`config.mk`:
```
export PLATFORM = sky130hd
export DESIGN_NAME = bounded_fifo_with_search_unit
export DESIGN_NICKNAME = d
export VERILOG_FILES = /design/src/rtl/fbs_pkg.sv /design/src/rtl/fbs_cell.sv /design/src/rtl/bounded_fifo_with_search_unit.sv
export SDC_FILE = /design/constraint.sdc
export NUM_CORES = 1
export LEC_CHECK = 0
export BUFFER_PORTS_ARGS = -buffer_cell sky130_fd_sc_hd__buf_2
export CORE_MARGIN = 1.5
export CORE_UTILIZATION = 37
export DETAILED_ROUTE_END_ITERATION = 16
export PLACE_DENSITY_LB_ADDON = 0.15
export SYNTH_ARGS = -nofsm -noshare
export SYNTH_HDL_FRONTEND = slang
export SYNTH_HIERARCHICAL = 1
export SYNTH_SLANG_ARGS = --single-unit
```
`constraint.sdc`:
```
create_clock -name clock -period 4.7 [get_ports clock]
set_input_delay 0.47 -clock clock [delete_from_list [all_inputs] [get_ports clock]]
set_output_delay 0.47 -clock clock [all_outputs]
set_load 0.03 [all_outputs]
```
`src/rtl/fbs_pkg.sv`:
```
// Shared types and constants for the bounded queue with membership search.
`default_nettype none
package fbs_pkg;

   localparam int DEPTH_DEFAULT     = 16;
   localparam int DATA_BITS_DEFAULT = 32;

   localparam int CMD_W   = 2;
   localparam int VALUE_W = 32;
   localparam int CAP_W   = 5;
   localparam int OCC_W   = 5;
   localparam int CSR_AW  = 3;
   localparam int CSR_DW  = 32;

   localparam logic [CMD_W-1:0] CMD_PUSH     = 2'd0;
   localparam logic [CMD_W-1:0] CMD_POP      = 2'd1;
   localparam logic [CMD_W-1:0] CMD_CONTAINS = 2'd2;
   localparam logic [CMD_W-1:0] CMD_NOP      = 2'd3;

   localparam logic REG_CAPACITY = 1'b0;
   localparam logic REG_INIT     = 1'b1;

   localparam logic [CAP_W-1:0] CAPACITY_RESET = 5'd16;

   // Per-cycle control broadcast to every cell of the chain.
   typedef struct packed {
      logic push;   // write the pushed value into the cell at the tail
      logic shift;  // every cell takes its upper neighbor's value, the last cell zero
      logic load;   // head cell takes the initial value
   } cell_ctl_type;

endpackage
`default_nettype wire

```
`src/rtl/fbs_cell.sv`:
```
// One storage cell of the queue chain: holds a value, shifts toward the head, compares.
`default_nettype none
module fbs_cell #(
   parameter int DATA_BITS = fbs_pkg::DATA_BITS_DEFAULT,
   parameter int CNT_W     = 5,
   parameter int IDX       = 0
) (
   input  wire                        clock,
   input  wire fbs_pkg::cell_ctl_type ctl,
   input  wire  [CNT_W-1:0]           count,
   input  wire  [DATA_BITS-1:0]       key,
   input  wire  [DATA_BITS-1:0]       init_data,
   input  wire  [DATA_BITS-1:0]       next_data,
   output logic [DATA_BITS-1:0]       data,
   output logic                       match
);

   logic [DATA_BITS-1:0] data_ff;
   logic [DATA_BITS-1:0] data_in;

   always_comb begin
      data_in = data_ff;
      priority if (ctl.load) begin
         if (IDX == 0) data_in = init_data;
      end else if (ctl.shift) begin
         data_in = next_data;
      end else if (ctl.push && (count == CNT_W'(IDX))) begin
         data_in = key;
      end else begin
         data_in = data_ff;
      end
   end

   always_ff @(posedge clock) begin
      data_ff <= data_in;
   end

   assign data  = data_ff;
   assign match = (CNT_W'(IDX) < count) && (data_ff == key);

endmodule
`default_nettype wire

```
`src/rtl/bounded_fifo_with_search_unit.sv`:
```
// Top level: bounded queue built as a shifting chain of cells, with APB-style registers.
// Results are registered: a result appears in the output register in the cycle after its command is accepted.
// Throughput: one command per cycle while the result output is not held by back-pressure; the cell chain updates in
// the accepting cycle and a contains query compares all cells at once against the key.
// Reset: synchronous; capacity returns to 16, initial value to zero, and the queue holds
// one zero entry. Any register write also brings the queue back to one entry.
`default_nettype none
module bounded_fifo_with_search_unit #(
   parameter int DEPTH     = fbs_pkg::DEPTH_DEFAULT,
   parameter int DATA_BITS = fbs_pkg::DATA_BITS_DEFAULT
) (
   input  wire                          clock,
   input  wire                          reset,
   input  wire                          req_tvalid,
   output logic                         req_tready,
   input  wire  [31:0]                  req_tdata,   // value
   input  wire  [fbs_pkg::CMD_W-1:0]    req_tuser,   // cmd
   output logic                         rsp_tvalid,
   input  wire                          rsp_tready,
   // pop_data[31:0], found[32], overflow[33], underflow[34], occupancy[39:35]
   output logic [39:0]                  rsp_tdata,
   input  wire                          csr_psel,
   input  wire                          csr_penable,
   input  wire                          csr_pwrite,
   input  wire  [fbs_pkg::CSR_AW-1:0]   csr_paddr,
   input  wire  [fbs_pkg::CSR_DW-1:0]   csr_pwdata,
   output logic [fbs_pkg::CSR_DW-1:0]   csr_prdata,
   output logic                         csr_pready
);

   localparam int CNT_W = $clog2(DEPTH + 1);
   localparam int DW    = fbs_pkg::VALUE_W;

   // Configuration registers.
   logic [fbs_pkg::CAP_W-1:0] cap_ff;
   logic [fbs_pkg::CAP_W-1:0] cap_in;
   logic [DW-1:0]             init_ff;
   logic [DW-1:0]             init_in;
   logic                      csr_wr;

   assign csr_pready = 1'b1;
   assign csr_wr     = csr_psel && csr_penable && csr_pwrite;

   always_comb begin
      cap_in  = cap_ff;
      init_in = init_ff;
      if (csr_wr) begin
         if (csr_paddr[2] == fbs_pkg::REG_CAPACITY) cap_in = csr_pwdata[fbs_pkg::CAP_W-1:0];
         else init_in = csr_pwdata;
      end
   end

   always_ff @(posedge clock) begin
      if (reset) begin
         cap_ff  <= fbs_pkg::CAPACITY_RESET;
         init_ff <= '0;
      end else begin
         cap_ff  <= cap_in;
         init_ff <= init_in;
      end
   end

   assign csr_prdata = (csr_paddr[2] == fbs_pkg::REG_INIT) ? init_ff
                                                          : 32'(cap_ff);

   // Capacity clamped into 1..DEPTH.
   logic [31:0]      cap_wide;
   logic [CNT_W-1:0] limit;

   assign cap_wide = 32'(cap_ff);
   always_comb begin
      if (cap_wide == 32'd0)          limit = CNT_W'(1);
      else if (cap_wide > 32'(DEPTH)) limit = CNT_W'(DEPTH);
      else                            limit = CNT_W'(cap_wide);
   end

   // Command decode and queue control.
   logic                  req_fire;
   logic [CNT_W-1:0]      count_ff;
   logic [CNT_W-1:0]      count_in;
   logic [DATA_BITS-1:0]  key;
   logic [DATA_BITS-1:0]  init_data;
   logic                  do_push;
   logic                  do_pop;
   logic                  is_push;
   logic                  is_pop;
   logic                  is_find;
   fbs_pkg::cell_ctl_type ctl;

   assign req_tready = !rsp_tvalid || rsp_tready;
   assign req_fire   = req_tvalid && req_tready;

   assign key       = DATA_BITS'(req_tdata);
   assign init_data = reset ? '0 : DATA_BITS'(init_in);

   assign is_push = req_fire && (req_tuser == fbs_pkg::CMD_PUSH);
   assign is_pop  = req_fire && (req_tuser == fbs_pkg::CMD_POP);
   assign is_find = req_fire && (req_tuser == fbs_pkg::CMD_CONTAINS);
   assign do_push = is_push && (count_ff < limit);
   assign do_pop  = is_pop && (count_ff > CNT_W'(1));

   // Reset and register writes reload the head cell from the initial value.
   assign ctl.load  = reset || csr_wr;
   assign ctl.shift = do_pop;
   assign ctl.push  = do_push;

   always_comb begin
      count_in = count_ff;
      priority if (csr_wr) count_in = CNT_W'(1);
      else if (do_push)    count_in = count_ff + CNT_W'(1);
      else if (do_pop)     count_in = count_ff - CNT_W'(1);
      else                 count_in = count_ff;
   end

   always_ff @(posedge clock) begin
      if (reset) count_ff <= CNT_W'(1);
      else       count_ff <= count_in;
   end

   // Cell chain: cell 0 is the head, cells shift toward it on a pop.
   logic [DATA_BITS-1:0] cell_data [DEPTH];
   logic [DEPTH-1:0]     cell_match;

   for (genvar i = 0; i < DEPTH; i++) begin : g_cell
      logic [DATA_BITS-1:0] next_data;
      if (i == DEPTH - 1) begin : g_tail
         assign next_data = '0;
      end else begin : g_mid
         assign next_data = cell_data[i+1];
      end
      fbs_cell #(
         .DATA_BITS (DATA_BITS),
         .CNT_W     (CNT_W),
         .IDX       (i)
      ) u_cell (
         .clock     (clock),
         .ctl       (ctl),
         .count     (count_ff),
         .key       (key),
         .init_data (init_data),
         .next_data (next_data),
         .data      (cell_data[i]),
         .match     (cell_match[i])
      );
   end

   // Result register.
   logic        rsp_valid_ff;
   logic        rsp_valid_in;
   logic [39:0] rsp_data_ff;
   logic [39:0] rsp_data_in;
   logic [31:0] pop_data;

   assign pop_data = is_pop ? 32'(cell_data[0]) : 32'd0;

   always_comb begin
      rsp_valid_in = rsp_valid_ff;
      if (req_fire)        rsp_valid_in = 1'b1;
      else if (rsp_tready) rsp_valid_in = 1'b0;
   end

   always_comb begin
      rsp_data_in = rsp_data_ff;
      if (req_fire) begin
         rsp_data_in = {fbs_pkg::OCC_W'(count_in),
                        is_pop && !do_pop,
                        is_push && !do_push,
                        is_find && (|cell_match),
                        pop_data};
      end
   end

   always_ff @(posedge clock) begin
      if (reset) rsp_valid_ff <= 1'b0;
      else       rsp_valid_ff <= rsp_valid_in;
   end

   always_ff @(posedge clock) begin
      rsp_data_ff <= rsp_data_in;
   end

   assign rsp_tvalid = rsp_valid_ff;
   assign rsp_tdata  = rsp_data_ff;

   // The queue never empties and never exceeds its storage.
   a_count_range: assert property (@(posedge clock) disable iff (reset)
      (count_ff != '0) && (count_ff <= CNT_W'(DEPTH)))
      else $error("entry count out of range");

   // A dropped push leaves the count at or above the clamped capacity.
   a_overflow_full: assert property (@(posedge clock) disable iff (reset)
      is_push && !do_push |-> count_ff >= limit)
      else $error("push dropped while space remained");

   // An underflow result always reports a single held entry.
   a_underflow_occ: assert property (@(posedge clock) disable iff (reset)
      rsp_tvalid && rsp_tdata[34] |-> rsp_tdata[39:35] == fbs_pkg::OCC_W'(1))
      else $error("underflow with more than one entry");

   // At most one status flag per result.
   a_flags_exclusive: assert property (@(posedge clock) disable iff (reset)
      rsp_tvalid |-> $onehot0(rsp_tdata[34:32]))
      else $error("conflicting status flags");

endmodule
`default_nettype wire

```
==> impl_metrics.json, run 1 <==
{
  "ys_ff_latch": 595,
  "via_per_inst": 5.239,
  "r2r_start": "cap_ff[4]$_SDFFE_PP1P_",
  "cts.clk_slew.worst_paths_ps": 60,
  "yosysMostFrequentCell": "edfxtp_1",
  "cp-start-kind": "flop",
  "reg2reg_depth": 11,
  "crit_fanout": 32,
  "internal-power_mw": 9.397,
  "htreeDepth": 3,
  "grt_overflow_total": 0,
  "die_w_um": 294.9,
  "io_pins": 151,
  "antenna_found_initial": 2,
  "wl_per_cell_um": 24.78,
  "drive_gt1_share_pct": 32.75,
  "cts_max_path_buffers": 3,
  "grt_first_pass_wirelength_um": 134700,
  "path_cells": "inv_1 > nand2_1 > ha_1 > a41o_1 > a21oi_1 > nand3_1 > inv_1 > nand2_1 > nor3_1 > a31oi_1 > nor2_4",
  "synth_edf_count": 552,
  "timing.rr.end": "g_cell[13].u_cell/data[24]$_DFFE_PP_",
  "drt-initial-drc-count": 1327,
  "die_y_um": 294.9,
  "path_class": "flop to flop",
  "setup.worst_path.end_class": "flop",
  "avgSynthCellArea_um2": 13.76,
  "power_frac_seq_pct": 47.9,
  "rsz0062_at_grt": "false",
  "sw_frac_of_total_pct": 24.29,
  "insertion_delay_ps": 630,
  "synth_common_cells": "edfxtp_1, mux2_2, xor2_1",
  "worstPathBufferInverterCount": 2,
  "finClkSkew_ps": 24.11,
  "first_global_vias": 20150,
  "synth_area_leaders": "edfxtp_1, mux2_2, xor2_1, xnor2_1, dfxtp_1",
  "vias": 19470,
  "netlist_area_um2": 31530,
  "cts-root-buf": "clkbuf_16",
  "tightest_slew_ps": 1278,
  "min_period_ps": 3813,
  "pwr-share-comb_pct": 9.0,
  "stdcell_area_um2": 36360,
  "final_nets": 2609,
  "yosysUniqueCellTypes": 53,
  "antenna_left": 0,
  "dpl_cell_area_um2": 34130,
  "critical_path_required_ps": 4930,
  "hold_buffers": 0,
  "dieArea_um2": 86980,
  "clock-sinks": 595,
  "track_usage_pct": 21.05,
  "setup_viol": 0,
  "slew_headroom_pct": 14.58,
  "arrival_ps": 4050,
  "utilization_pct": 43.31,
  "hold_viol_final": 0,
  "cts_tree": "yes",
  "gp_congestion": 0.8215,
  "whs_path_depth": 2,
  "drcViolationCount": 0,
  "rows": 106,
  "slowest_delay_ps": 760,
  "r2r_setup_slack_ps": 890,
  "min_to": "cap_ff[4]$_SDFFE_PP1P_",
  "switchingPower_mw": 3.014,
  "total_power_mw": 12.41,
  "slowest_stage": "nor2_4",
  "fin_ws_ps": 887.0,
  "vdd_drop_max_mv": 0.2521,
  "min_from": "csr_pwdata[4]",
  "clock.fmax_mhz": 262.3,
  "hold_path.class": "input pin to flop",
  "power_density_nw_per_um2": 341.3,
  "synth_top_area_cell": "edfxtp_1",
  "crit_family": "simple AND/OR/NAND/NOR gates",
  "finalMaxSlewViolations": 0,
  "tns_ps": 0,
  "drt_pass1_iterations": 5,
  "start_util_pct": 37.56,
  "p_leak_nw": 12.23,
  "numPortBuffers": 147,
  "cts_buffers": 71,
  "area_growth_pct": 15.32,
  "postCtsSetupBuffers": 0,
  "place_worst_setup_slack_ps": 949.2,
  "synth_cells": 2292,
  "core-area_um2": 83950,
  "yosysWarnings": 6,
  "outcome": "complete, no violations",
  "ys_seq_area_share_pct": 55.30,
  "yosysTopAreaCellShare_pct": 52.57,
  "synth_top_flop_cell": "edfxtp_1",
  "routed_wl_um": 92120,
  "synthArstFlopShare_pct": 0,
  "post-route-period-util_pct": 81.13,
  "place_hpwl_um": 65700,
  "clkPwrFrac_pct": 43.0,
  "cap_viol_max_count": 0,
  "cts_resized": 0,
  "antenna_cells": 0,
  "grt_max_degree": 106
}
-- how the worst max path moves through the flow --
stage,startpoint,to,slack [ps],cells after the start
after floorplan,count_ff[1]$_SDFF_PP0_,g_cell[4].u_cell/data[0]$_DFFE_PP_,340,8
after global placement,cap_ff[4]$_SDFFE_PP1P_,g_cell[13].u_cell/data[8]$_DFFE_PP_,1020,11
after detailed placement,cap_ff[4]$_SDFFE_PP1P_,g_cell[13].u_cell/data[8]$_DFFE_PP_,950,11
after CTS,cap_ff[4]$_SDFFE_PP1P_,g_cell[13].u_cell/data[13]$_DFFE_PP_,900,11
after global routing,cap_ff[4]$_SDFFE_PP1P_,g_cell[13].u_cell/data[13]$_DFFE_PP_,580,11
final,cap_ff[4]$_SDFFE_PP1P_,g_cell[13].u_cell/data[24]$_DFFE_PP_,890,11
-- layout make-up --
cell class	count	area (µm²)
Timing Repair Buffer	221	1404
Fill cell	7703	47590
Multi-Input combinational cell	1627	13830
Tap cell	1134	1419
Sequential cell	595	17440
Inverter	10	38.79
Clock buffer	89	1907
Clock inverter	41	324.1
-- power groups by stage --
| stage | Combinational [mW] | Sequential [mW] | Clock [mW] |
|---|---|---|---|
| floorplan | 0.596 | 6.09 | 0 |
| global placement | 1.11 | 6.06 | 0 |
| detailed placement | 1.12 | 6.06 | 0 |
| CTS | 1.12 | 5.95 | 5.47 |
| global route | 1.20 | 5.96 | 5.66 |
| finish | 1.12 | 5.95 | 5.34 |
-- routing by layer --
layer	wire length, µm	track usage (%)	vias to the layer above
met5	0	0	-
met4	2446	6.223	0
met3	3302	2.699	144
met2	45900	36.12	418
met1	40470	27.72	9916
li1	-	-	8996
-- cell usage in the layout, fill, tap and decap left out, types with 7 or more instances in the layout --
cell type  Yosys  routed
a21oi_1       48      48
a31oi_1       10      10
and2_1        60      60
buf_12         0       9
buf_2         56     147
buf_4          4      65
clkbuf_1      31      14
clkbuf_16      0      73
clkinv_1       0      15
clkinv_2       0      16
conb_1         2      33
dfxtp_1       43      43
edfxtp_1     552     552
ha_1           7       7
inv_1         10       9
mux2_1        19      19
mux2_2       464     464
mux2i_1       33      33
nand2_1      117     117
nand3_1       20      20
nand4_1       45      45
nor2_1        32      16
nor2_2         1       9
nor2_4         0       8
nor3_1        14      13
nor4_1        90      90
nor4_2        28      28
o21ai_0       43      43
xnor2_1      100     100
xor2_1       412     412
-- sequential cells by signal, indices dropped and copies added (netlist names) --
signal and flops:
cap_ff 5, rsp_tdata 40, rsp_tvalid 1, g_cell.u_cell/data 512
init_ff 32, count_ff 5
-- stage by stage --
stage	hold slack, ps	std cells
final	79.84	3717
after floorplan	450.3	2323
after detailed placement	475.4	3587
after global placement	474.1	3587
after global routing	70.34	3717
after CTS	36.36	3717
-- cells by family after synthesis --
logic type      Yosys count  share of synthesized area [%]
flops                   595                          55.30
mux                     516                          18.30
xor+xnor                513                          14.27
simple gates            436                          8.075
compound gates          122                          2.286
buf+inv                 101                          1.472
fa+ha+maj                 7                         0.2777
other cells               2                        0.02382
-- worst reg2reg max path: cells and delay by family, from the launching register on --
kind / cells / cell delay, ps
flops: 1 / 320
simple gates: 5 / 1300
compound gates: 3 / 810
fa+ha+maj: 1 / 310
buf+inv: 2 / 660
Power figures use the tool's default switching activity.
==> inputs of run 2 (changes only) <==
Clock period 4.7 ns to 3.45 ns, I/O delays scaled along.
==> run 2 against run 1 <==
  * Sequential power increased by 36%
  * First-iteration DRC count decreased by 6.1%
  * Clock skew about the same
  * Cell count increased by 1.6%
  * Combinational power increased by 44%
  * Largest power group unchanged
==> impl_metrics.json, run 2 (same netlist as run 1, synthesis figures left out) <==
{
  "outcome": "complete, no violations",
  "antenna_found_initial": 1,
  "cts.clk_slew.worst_paths_ps": 60,
  "antenna_left": 0,
  "die_w_um": 294.9,
  "drcViolationCount": 0,
  "path_class": "flop to flop",
  "gp_congestion": 0.8338,
  "core-area_um2": 83950,
  "clock-sinks": 595,
  "htreeDepth": 3,
  "rsz0062_at_grt": "false",
  "grt_max_degree": 83,
  "drt-initial-drc-count": 1246,
  "routed_wl_um": 92850,
  "first_global_vias": 20360,
  "place_hpwl_um": 66590,
  "slew_headroom_pct": 21.53,
  "finalMaxSlewViolations": 0,
  "setup_viol": 0,
  "numPortBuffers": 147,
  "place_worst_setup_slack_ps": 19.69,
  "io_pins": 151,
  "cts_buffers": 71,
  "cts_tree": "yes",
  "grt_first_pass_wirelength_um": 136900,
  "hold_ws_ps": 30.94,
  "finClkSkew_ps": 23.85,
  "grt_overflow_total": 0,
  "largest_register_ffs": 512,
  "vias": 19640,
  "dieArea_um2": 86980,
  "postCtsSetupBuffers": 0,
  "cpMostUsedCell": "nor4_1",
  "wl_per_cell_um": 24.59,
  "final_common_cell": "edfxtp_1",
  "insertion_delay_ps": 610,
  "layout_common_cells": "edfxtp_1, mux2_2, xor2_1, buf_2, nand2_1",
  "track_usage_pct": 21.29,
  "rows": 106,
  "setup.worst_path.end_class": "flop",
  "via_per_inst": 5.200,
  "power_density_nw_per_um2": 452.3,
  "start_util_pct": 37.56,
  "fin_ws_ps": 19.71,
  "clock.fmax_mhz": 291.5,
  "hold_path.class": "input pin to flop",
  "area_growth_pct": 18.42,
  "arrival_ps": 3780,
  "antenna_cells": 0,
  "drive_gt1_share_pct": 34.07,
  "slowest_stage": "nor4_1",
  "cts-root-buf": "clkbuf_16",
  "drt_pass1_iterations": 5,
  "min_period_ps": 3430,
  "cp-start-kind": "flop",
  "tightest_slew_ps": 1166,
  "fill_cells": 7633,
  "final_nets": 2674,
  "cap_viol_max_count": 0,
  "hold_viol_final": 0,
  "vdd_drop_max_mv": 0.3145,
  "post-route-period-util_pct": 99.43,
  "cts_max_path_buffers": 3,
  "die_y_um": 294.9,
  "p_leak_nw": 12.65,
  "critical_path_required_ps": 3800,
  "slowest_delay_ps": 930,
  "path_cells": "buf_4 > nor4_1 > nor4_1 > and3_1 > nor4_1 > nand4_1 > and4b_1",
  "crit_fanout": 12
}
==> run 2: where the power goes <==
part / internal [mW] / switching [mW]
Sequential: 8.03 / 0.0765
Clock: 4.12 / 3.05
Combinational: 0.673 / 0.941
==> run 2: what timing repair did <==
action	4_1_cts	5_1_grt
setup endpoints to repair	1	0
resized for setup	1	0
hold buffers	12	0
hold endpoints to repair	12	0
==> run 2: layer usage <==
layer	track usage (%)	wire length, µm	vias up
met5	0	0	-
met4	4.677	1662	0
met3	2.579	3154	111
met2	37.69	47660	387
met1	27.78	40370	10000
li1	-	-	9138
==> run 2: path summary, 6_finish.rpt <==
path,start,cells after the start,slack [ps],endpoint
worst max register to register,count_ff[1]$_SDFF_PP0_,7,20,rsp_tdata[32]$_DFFE_PP_
worst min register to register,init_ff[22]$_DFF_P_,2,490,init_ff[22]$_DFF_P_
worst max-delay path,count_ff[1]$_SDFF_PP0_,7,20,rsp_tdata[32]$_DFFE_PP_
worst min-delay path,csr_pwdata[29],3,30,init_ff[29]$_DFF_P_
==> run 2: final cells by class <==
cell class,instances,area (µm²),area share [%]
clock inverter,38,281.5,0.7539
timing repair buffer,286,2397,6.420
clock buffer,86,1886,5.050
sequential,595,17440,46.70
inverter,10,38.79,0.1039
tap,1134,1419,3.800
multi-input combinational,1627,13880,37.17
==> run 2: worst max-delay path: cells and delay by family, from the launching register on <==
kind / cells / cell delay (ps)
AND/OR/NAND/NOR: 6 / 2510
flip-flops: 1 / 430
buffers and inverters: 1 / 210
==> run 2: metrics by stage <==
step	area [µm²]	TNS (ps)	util (%)	total power [mW]	cells
2_1_floorplan	31760	0	-	9.111	2323
4_1_cts	37340	0	44.48	17.07	3776
3_5_place_dp	35050	0	41.74	9.863	3640
3_3_place_gp	35050	-7.808	41.74	9.852	3640
6_report	37340	0	44.48	16.89	3776
5_1_grt	37340	0	44.48	17.44	3776
==> inputs of run 3 (changes only) <==
==> constraint.sdc (replaced) <==
create_clock -name clock -period 3.45 [get_ports clock]
set_input_delay 0.5175 -clock clock [delete_from_list [all_inputs] [get_ports clock]]
set_output_delay 0.5175 -clock clock [all_outputs]
set_load 0.03 [all_outputs]
==> run 3 against run 2 <==
  * Clock skew about the same
  * Global-route usage up 0.066 points
  * Critical path depth up 1
  * Total power up 2.1%
  * Register-to-register slack better by 220 ps
  * Via count down 0.50%
  * Die area unchanged
  * Core utilization up 0.15 points
  * Wire length up 0.30%
  * Critical endpoint is now g_cell[9].u_cell/data[18]$_DFFE_PP_
  * Highest routed layer unchanged
==> impl_metrics.json, run 3 (same netlist as run 1, synthesis figures left out) <==
{
  "outcome": "complete, no violations",
  "reg2reg_depth": 8,
  "final_nets": 2669,
  "drcViolationCount": 0,
  "path_class": "flop to flop",
  "via_per_inst": 5.170,
  "final_common_cell": "edfxtp_1",
  "utilization_pct": 44.63,
  "cts.clk_slew.worst_paths_ps": 60,
  "first_global_vias": 20480,
  "largest_register_ffs": 512,
  "layout_common_cells": "edfxtp_1, mux2_2, xor2_1, buf_2, nand2_1",
  "cts_tree": "yes",
  "setup_viol": 0,
  "die_w_um": 294.9,
  "grt_overflow_total": 0,
  "r2r_setup_slack_ps": 240,
  "insertion_delay_ps": 620,
  "cap_viol_max_count": 0,
  "p_leak_nw": 12.73,
  "antenna_found_initial": 1,
  "crit_fanout": 42,
  "min_period_ps": 3208,
  "htreeDepth": 3,
  "grt_first_pass_wirelength_um": 136500,
  "tightest_slew_ps": 753.1,
  "critical_path_required_ps": 3800,
  "wl_per_cell_um": 24.64,
  "cts-root-buf": "clkbuf_16",
  "slowest_stage": "dfxtp_2",
  "io_pins": 151,
  "rsz0062_at_grt": "false",
  "path_cells": "inv_1 > ha_1 > o21bai_1 > a2111oi_4 > buf_12 > buf_12 > buf_4 > mux2_2",
  "setup.worst_path.end_class": "flop",
  "slew_headroom_pct": 49.79,
  "vias": 19540,
  "arrival_ps": 3550,
  "slowest_delay_ps": 630,
  "power_density_nw_per_um2": 460.5,
  "antenna_left": 0,
  "gp_congestion": 0.8372,
  "finalMaxSlewViolations": 0,
  "clock.fmax_mhz": 311.8,
  "hold_viol_final": 0,
  "whs_path_depth": 3,
  "drt-initial-drc-count": 1470,
  "vdd_drop_max_mv": 0.3622,
  "cpMostUsedCell": "buf_12",
  "drive_gt1_share_pct": 34.47,
  "post-route-period-util_pct": 92.97,
  "cts_buffers": 71,
  "finClkSkew_ps": 24.20,
  "cp-start-kind": "flop",
  "routed_wl_um": 93120,
  "track_usage_pct": 21.35,
  "hold_path.class": "input pin to flop",
  "place_hpwl_um": 66950,
  "dieArea_um2": 86980,
  "clock-sinks": 595,
  "numPortBuffers": 147,
  "core-area_um2": 83950,
  "rows": 106,
  "start_util_pct": 37.56,
  "area_growth_pct": 18.82,
  "cts_max_path_buffers": 3,
  "grt_max_degree": 83,
  "total_power_mw": 17.25,
  "drt_pass1_iterations": 5,
  "die_y_um": 294.9
}
[run 3: cell count changes in the layout (fill, tap and decap cells not counted), moves of 3 or more]
cell | previous run | this run
dlygate4sd3_1 | 12 | 0
buf_12 | 47 | 50
bufinv_16 | 3 | 6
clkinv_2 | 17 | 13
clkbuf_8 | 1 | 5
buf_4 | 80 | 84
[run 3: layout make-up]
cell class              instances  area [µm²]
fillers                      7628       46490
flip-flops and latches        595       17440
multi-input cells            1627       13890
repair buffers                281        2367
clock buffers                  90        1919
well taps                    1134        1419
clock inverters                40       394.1
inverters                      10       38.79
diodes                          2       5.005
[run 3: critical path: cells and delay by family (launching register included)]
| family | cells | cell delay [ps] |
|---|---|---|
| buffers and inverters | 4 | 1000 |
| flip-flops | 1 | 630 |
| multiplexers | 1 | 360 |
| adder cells (fa/ha/maj) | 1 | 220 |
| AO/OA/AOI/OAI | 2 | 640 |
[run 3: path summary, 6_finish.rpt]
path	start	to
setup reg to reg	count_ff[1]$_SDFF_PP0_	g_cell[9].u_cell/data[18]$_DFFE_PP_
setup / recovery	count_ff[1]$_SDFF_PP0_	g_cell[9].u_cell/data[18]$_DFFE_PP_
hold reg to reg	init_ff[20]$_DFF_P_	init_ff[20]$_DFF_P_
hold / removal	csr_pwdata[1]	cap_ff[1]$_SDFFE_PP0P_
[run 3: report_power, final]
group	switching (mW)	internal [mW]
Clock	3.12	4.41
Sequential	0.0782	8.03
Combinational	0.941	0.673
Total	4.13	13.1
[run 3: per-stage QoR]
stage / std cells / TNS [ps] / area, µm² / hold WS (ps) / setup slack [ps]
2_1_floorplan: 2323 / 0 / 31760 / 450.3 / 20.84
3_3_place_gp: 3647 / 0 / 35140 / 472.5 / 10.26
6_report: 3779 / 0 / 37470 / 146.8 / 242.5
3_5_place_dp: 3647 / -35.20 / 35140 / 472.9 / -35.20
4_1_cts: 3777 / 0 / 37450 / 103.6 / 31.78
5_1_grt: 3778 / 0 / 37460 / 113.2 / 12.92
[run 3: what timing repair did]
action,in CTS,in global routing
resized for setup,0,2
hold buffers,0,0
buffers inserted,0,0
setup endpoints to repair,0,1
endpoints found under the hold margin,0,0
[run 3: per-layer routing]
metal | global-route usage (%) | vias up | routed length (µm)
met2 | 37.16 | 384 | 46690
met1 | 27.69 | 9898 | 40890
li1 | - | 9137 | -
met3 | 3.052 | 120 | 3334
met5 | 0 | - | 0
met4 | 5.796 | 0 | 2210
